**src/rtl/assert_macros.svh**
```systemverilog
// Assertion macros shared by the allocator RTL.
`ifndef ASSERT_MACROS_SVH
`define ASSERT_MACROS_SVH

// Property checked at every rising clock edge outside reset.
`define ASSERT_CLK(label, clk, rst_n, prop, msg) \
    label: assert property (@(posedge clk) disable iff (!rst_n) (prop)) else $error(msg);

// Condition that must never hold outside reset.
`define ASSERT_NEVER(label, clk, rst_n, cond, msg) \
    label: assert property (@(posedge clk) disable iff (!rst_n) !(cond)) else $error(msg);

`endif

```
**src/rtl/abba_pkg.sv**
```systemverilog
// Shared constants, types and codes of the aligned bitmap block allocator.
package abba_pkg;

    localparam int TOTAL_BLOCKS = 4096;
    localparam int WORD_BITS    = 64;
    localparam int NUM_WORDS    = TOTAL_BLOCKS / WORD_BITS;
    localparam int IDX_W        = 12;
    localparam int CNT_W        = 13;
    localparam int BIT_W        = 6;
    localparam int WADDR_W      = 6;
    localparam int PTR_W        = 7;

    localparam logic OP_RESERVE = 1'b0;
    localparam logic OP_RELEASE = 1'b1;

    typedef enum logic [1:0] {
        ST_OK         = 2'd0,
        ST_ZERO_COUNT = 2'd1,
        ST_NO_SPACE   = 2'd2
    } t_status;

    typedef struct packed {
        logic               operation;
        logic [CNT_W-1:0]   block_count;
        logic [CNT_W-1:0]   alignment;
        logic [IDX_W-1:0]   release_start;
    } t_cmd;

    typedef struct packed {
        t_status            status;
        logic [IDX_W-1:0]   start_index;
    } t_result;

    typedef struct packed {
        logic                 rd_en;
        logic [WADDR_W-1:0]   rd_addr;
        logic                 wr_en;
        logic [WADDR_W-1:0]   wr_addr;
        logic [WORD_BITS-1:0] wr_data;
    } t_map_req;

    typedef enum logic [2:0] {
        S_IDLE,
        S_SCAN_RD,
        S_SCAN_BIT,
        S_MOD_RD,
        S_MOD_WR,
        S_PTR_RD,
        S_PTR_CHK
    } t_state;

endpackage

```
**src/rtl/abba_ram.sv**
```systemverilog
// Generic single-port-write, single-port-read RAM with registered read data.
module abba_ram #(
    parameter int WIDTH = 64,
    parameter int DEPTH = 64
) (
    input  logic                     i_clk,
    input  logic                     i_wr_en,
    input  logic [$clog2(DEPTH)-1:0] i_wr_addr,
    input  logic [WIDTH-1:0]         i_wr_data,
    input  logic                     i_rd_en,
    input  logic [$clog2(DEPTH)-1:0] i_rd_addr,
    output logic [WIDTH-1:0]         o_rd_data
);

    logic [WIDTH-1:0] r_mem [DEPTH];
    logic [WIDTH-1:0] r_rd_data;

    // Write port and registered read port; read data holds between reads.
    always_ff @(posedge i_clk) begin
        if (i_wr_en) begin
            r_mem[i_wr_addr] <= i_wr_data;
        end
        if (i_rd_en) begin
            r_rd_data <= r_mem[i_rd_addr];
        end
    end

    assign o_rd_data = r_rd_data;

endmodule

```
**src/rtl/abba_map.sv**
```systemverilog
// Free map storage: word RAM plus per-word written flags that give the all-free reset image.
module abba_map (
    input  logic                              i_clk,
    input  logic                              i_rst_n,
    input  abba_pkg::t_map_req                i_req,
    output logic [abba_pkg::WORD_BITS-1:0]    o_rd_word
);
    import abba_pkg::*;

    logic [NUM_WORDS-1:0] r_written;
    logic                 r_rd_written;
    logic [WORD_BITS-1:0] ram_q;

    abba_ram #(
        .WIDTH (WORD_BITS),
        .DEPTH (NUM_WORDS)
    ) u_ram (
        .i_clk     (i_clk),
        .i_wr_en   (i_req.wr_en),
        .i_wr_addr (i_req.wr_addr),
        .i_wr_data (i_req.wr_data),
        .i_rd_en   (i_req.rd_en),
        .i_rd_addr (i_req.rd_addr),
        .o_rd_data (ram_q)
    );

    // A word never written since reset reads as fully free.
    always_ff @(posedge i_clk) begin
        if (!i_rst_n) begin
            r_written    <= '0;
            r_rd_written <= 1'b0;
        end else begin
            if (i_req.wr_en) begin
                r_written[i_req.wr_addr] <= 1'b1;
            end
            if (i_req.rd_en) begin
                r_rd_written <= r_written[i_req.rd_addr];
            end
        end
    end

    assign o_rd_word = r_rd_written ? ram_q : {WORD_BITS{1'b1}};

endmodule

```
**config.mk**
```make
export PLATFORM = sky130hd
export DESIGN_NAME = abba_map
export DESIGN_NICKNAME = d
export VERILOG_FILES = /design/src/rtl/assert_macros.svh /design/src/rtl/abba_pkg.sv /design/src/rtl/abba_ram.sv /design/src/rtl/abba_map.sv
export SDC_FILE = /design/constraint.sdc
export NUM_CORES = 2
export LEC_CHECK = 0
export BUFFER_PORTS_ARGS = -buffer_cell sky130_fd_sc_hd__clkbuf_2
export CAP_MARGIN = 20
export CORE_MARGIN = 5
export CORE_UTILIZATION = 44
export CTS_BUF_LIST = sky130_fd_sc_hd__clkbuf_8
export CTS_CLUSTER_DIAMETER = 80
export CTS_CLUSTER_SIZE = 16
export DETAILED_ROUTE_END_ITERATION = 6
export SKIP_LAST_GASP = 1
export SLEW_MARGIN = 20
export SYNTH_ARGS = -nofsm -noshare
export SYNTH_HDL_FRONTEND = slang
export SYNTH_HIERARCHICAL = 1
export SYNTH_SLANG_ARGS = --single-unit
```
**constraint.sdc**
```tcl
create_clock -name i_clk -period 15.5 [get_ports i_clk]
set_input_delay 3.1 -clock i_clk [delete_from_list [all_inputs] [get_ports i_clk]]
set_output_delay 3.1 -clock i_clk [all_outputs]
set_load 0.01 [all_outputs]
```
Word level (Yosys, flattened, before mapping)
Memories as Yosys holds them, arrays and structs flattened. A register that Yosys moved wholly into a read port is not among the register bits.
Cells that the tools add are included.

storage, ports and cells
  input bits = 80
  memory bits (writable) = 4096
  memories = 1
  word-level logic and storage cells = 15
  flip-flop bits (word level) = 65

operators by class
  bitwise logic cells = 1
  magnitude comparators = 3
  reduce and logical (&&, ||, !) cells = 1
  multiplexer cells = 7

memory list
  memory       depth  width  rd ports  clocked after Yosys merged registers in  write ports  line            RTL
  u_ram.r_mem  64     64     1         1                                        1            abba_ram.sv:15  logic [WIDTH-1:0] r_mem [DEPTH];

operators with widths
  kind                                                                                 number
  64-bit 2-to-1 mux                                                                    1
  64-bit OR                                                                            1
  6-bit by 7-bit < comparator with 1-bit output, second input constant                 2
  1-bit binary-select mux with 6-bit select                                            1
  1-bit demux with 6-bit select                                                        1
  6-bit by 1-bit greater-or-equal comparator with 1-bit output, second input constant  1
  1-bit 2-to-1 mux                                                                     4
  1-bit logical AND                                                                    1

Longest topological paths before layout
  depth after elaboration = 5
  mapped depth = 9
  mapped depth without buffers = 5

By module
Netlist, hierarchy kept.

modules (own cells, without submodules)
  module    times used  cells each  area an instance (um^2)  seq. area each (um^2)
  abba_ram  1           6598        156989.3                 124919.8
  abba_map  1           369         3304.4                   1301.2

Least setup slack after synthesis
OpenSTA, ideal clock, no wires.

  path type = input port to flip-flop
  start = input i_req[67] (netlist name)
  end = memory u_ram.r_mem[48][0], enable pin
  path slack = 6964 ps
  library setup time = 564 ps
  stages = 4
  arrival = 7972 ps
  required time = 14936 ps
  cells stage by stage = clkbuf_1 > nor2b_1 > nand4b_1 > nor3_1

RTL lines
  element      line            RTL
  from (decl)  abba_map.sv:5   input abba_pkg::t_map_req i_req,
  to (decl)    abba_ram.sv:15

Straight into the memory's write port.

==> flow_summary.toml <==
[status]
status = "finished clean"

[clock_tree]
cts_tree = "yes"
cts_resized = 0
path_clk_slew_ps = 100
hold_buffers = 0
cts_buffer_depth = 4
cts_setup_buffers = 0
clock_latency_ps = 1120
cts_root_buffer = "clkbuf_8"
cts.sinks = 4225
cts_htree_levels = 5
cts_made_buffers = 306

[sta]
setup_viol = 0
setup_tns_ps = 0
fin_crit_sh_pct = 46.3
hold_violations = 0
fin_crit_ps = 7180
fin_skew_ps = 74.5
worst_pin_slew_ps = 1220
finalWorstSetupSlack_ps = 8320
fmax_ghz = 0.139
rsz0062_at_grt = "no"
relSlewSlack_pct = 18.4
slew_violations = 0

[worst_setup_path]
crit_path_start = "i_req[73]"
r2r_slack_ps = 13270
cpLargestDelayFamily = "buffers and inverters"
crit_top_cell = "buf_4"
reg2reg_from = "u_ram/r_mem[63][3]$_DFFE_PP_"
worst-path-buf-inv = 5
cp-start-kind = "input port"
worst_r2r_endpoint = "u_ram/o_rd_data[3]$_DFFE_PP_"
critPathRequiredTime_ps = 16290
crit_fanout = 71
worst-r2r-cell-count = 6
arrival_ps = 7960
path_class = "in -> reg"
crit_chain = "buf_8, buf_4, buf_4, buf_4, buf_4, mux4_2, or3_1, a41oi_1, a211oi_1"
endpoint_kind = "flip-flop"
slowest_delay_ps = 810
cp_slowest_cell = "buf_4"

[pwr]
powerDensity_nw_per_um2 = 111
ir_worst_vdd_v = 0.0000589
p_leak_nw = 52.1
power_mw = 19.1

[place]
place_ws_ps = 7290
io_buffers = 143
gp_congestion = 0.758
dp_hpwl_mm = 236
place_inst = 11700

[cells_and_area]
num-fill-cells = 29000
fin_cells = 12100
drive_gt1_share_pct = 25.5
area_growth_pct = 7.64
final_nets = 7339

[synthesis]
yosys_warnings = 6
async_flop_share_pct = 0
ys_types = 45
synth.most_common_cell = "edfxtp_1"
synth_edf_count = 4160
synth_area_um2 = 160000
yosysSeqAreaShare_pct = 78.7
synth.top_cells.by_area = "edfxtp_1, mux4_2, mux2i_1"
syn_inst = 6967
synth.largest_area_cell = "edfxtp_1"
synth_ff_type = "edfxtp_1"
yosys_register_bits = 4225
synth_common_cells = "edfxtp_1, mux4_2, buf_2, a22oi_1, clkbuf_1"
synthesis.nets = 7047
synth_top_area_share_pct = 77.9
synth_area_per_cell_um2 = 23.0

[die]
io-pin-count = 144
core_area_um2 = 363000
initial_core_util_pct = 44.2
die_height_um = 614
std_cell_rows = 221
dieArea_um2 = 376000
dieWidth_um = 614

[route]
drc = 0
drt-total-wl_mm = 459
vias = 78500
via_per_inst = 6.47
drt_iter0_markers = 10400
ant_nets = 0
wl_per_cell_um = 37.8
dr.pass1.iters = 6

[min_path]
min_to = "r_written[43]$_SDFFE_PN0P_"
min_path_cells = 1
hp-start = "r_written[43]$_SDFFE_PN0P_"
hold_path.class = "reg -> reg"

[grt]
grt_pass1_wl_mm = 631
antenna_found_initial = 43
grt_overflow = 0
grt_max_degree = 123
grt_use_total_pct = 24.0
grt_pass1_vias = 77400

[run]
drv_cap = 0
[registers in the layout (all words and copies together), names as in the netlist]
register,count
r_rd_written,1
u_ram/r_mem,4096
r_written,64
u_ram/o_rd_data,64
[cell families (layout without fill, tap and decap cells)]
family,Yosys count,after routing,share of synthesized area (%)
AOI/OAI and AO/OA,581,581,2.73
and+or+nand+nor,569,569,1.84
DFF,4225,4225,78.7
other,0,26,0
buffers and inverters,413,751,1.21
muxes,1179,1179,15.5
[layout by cell type (no fill, tap or decap), types with 6 or more instances in the layout]
master,Yosys,routed
nor2_4,0,65
o221ai_1,38,38
a2bb2oi_1,19,19
buf_12,0,20
a22oi_1,170,170
buf_2,172,42
dfxtp_1,65,64
edfxtp_1,4160,4160
a41oi_1,26,26
o22ai_1,85,85
mux4_1,8,8
inv_1,20,34
nor2b_1,63,59
mux4_2,1028,1028
buf_4,34,218
and3_1,66,66
nand2_1,65,61
or3_1,32,32
nand3_1,52,52
diode_2,0,26
a211oi_1,63,63
clkbuf_8,0,311
clkinvlp_4,0,8
a21oi_1,27,27
clkbuf_2,0,92
nand2b_1,80,77
nor2_1,157,92
mux2i_1,139,139
a31oi_1,19,19
o21a_1,36,36
inv_8,0,6
a22o_1,90,90
or2_2,31,31
[final cells by class]
class	instances	area, um^2	share of cell area [%]
Clock inverter	43	392	0.227
Multi-Input combinational cell	2329	32700	18.9
Inverter	20	75.1	0.0435
Antenna cell	26	65.1	0.0377
Sequential cell	4225	126000	73.2
Clock buffer	311	4280	2.48
Timing Repair Buffer	377	2820	1.63
Tap cell	4794	6000	3.48
[worst max path at each step]
stage                                    end  slack [ps]  cells after the start
6_report       u_ram/o_rd_data[58]$_DFFE_PP_        8320                      9
5_1_grt        u_ram/o_rd_data[49]$_DFFE_PP_        8260                     10
4_1_cts        u_ram/o_rd_data[58]$_DFFE_PP_        8500                      9
3_5_place_dp   u_ram/o_rd_data[58]$_DFFE_PP_        7290                      9
3_3_place_gp   u_ram/o_rd_data[45]$_DFFE_PP_        7330                     10
2_1_floorplan   u_ram/r_mem[48][0]$_DFFE_PP_        6960                      4
[power breakdown]
part | total [mW] | internal (mW) | switching [mW]
logic | 1.06 | 0.387 | 0.676
registers | 12.7 | 12.6 | 0.0449
clock network | 5.37 | 1.88 | 3.49
[per-stage QoR]
stage / hold WS (ps) / instance area (um^2) / util [%]
after global routing: 495 / 173000 / 47.6
after floorplan: 432 / 160000 / -
after CTS: 472 / 172000 / 47.5
after global placement: 438 / 168000 / 46.2
final: 470 / 173000 / 47.6
after detailed placement: 452 / 168000 / 46.2
[per-layer routing]
layer	vias to the layer above	wire, um	part of all wire [%]	GRT usage (%)
li1	30000	-	-	-
met1	43400	180000	39	33.9
met2	4316	222000	48	38.7
met3	700	42600	9.3	4.42
met4	20	13900	3.0	6.62
met5	-	138	0.030	0
(Power assumes the default switching activity.)
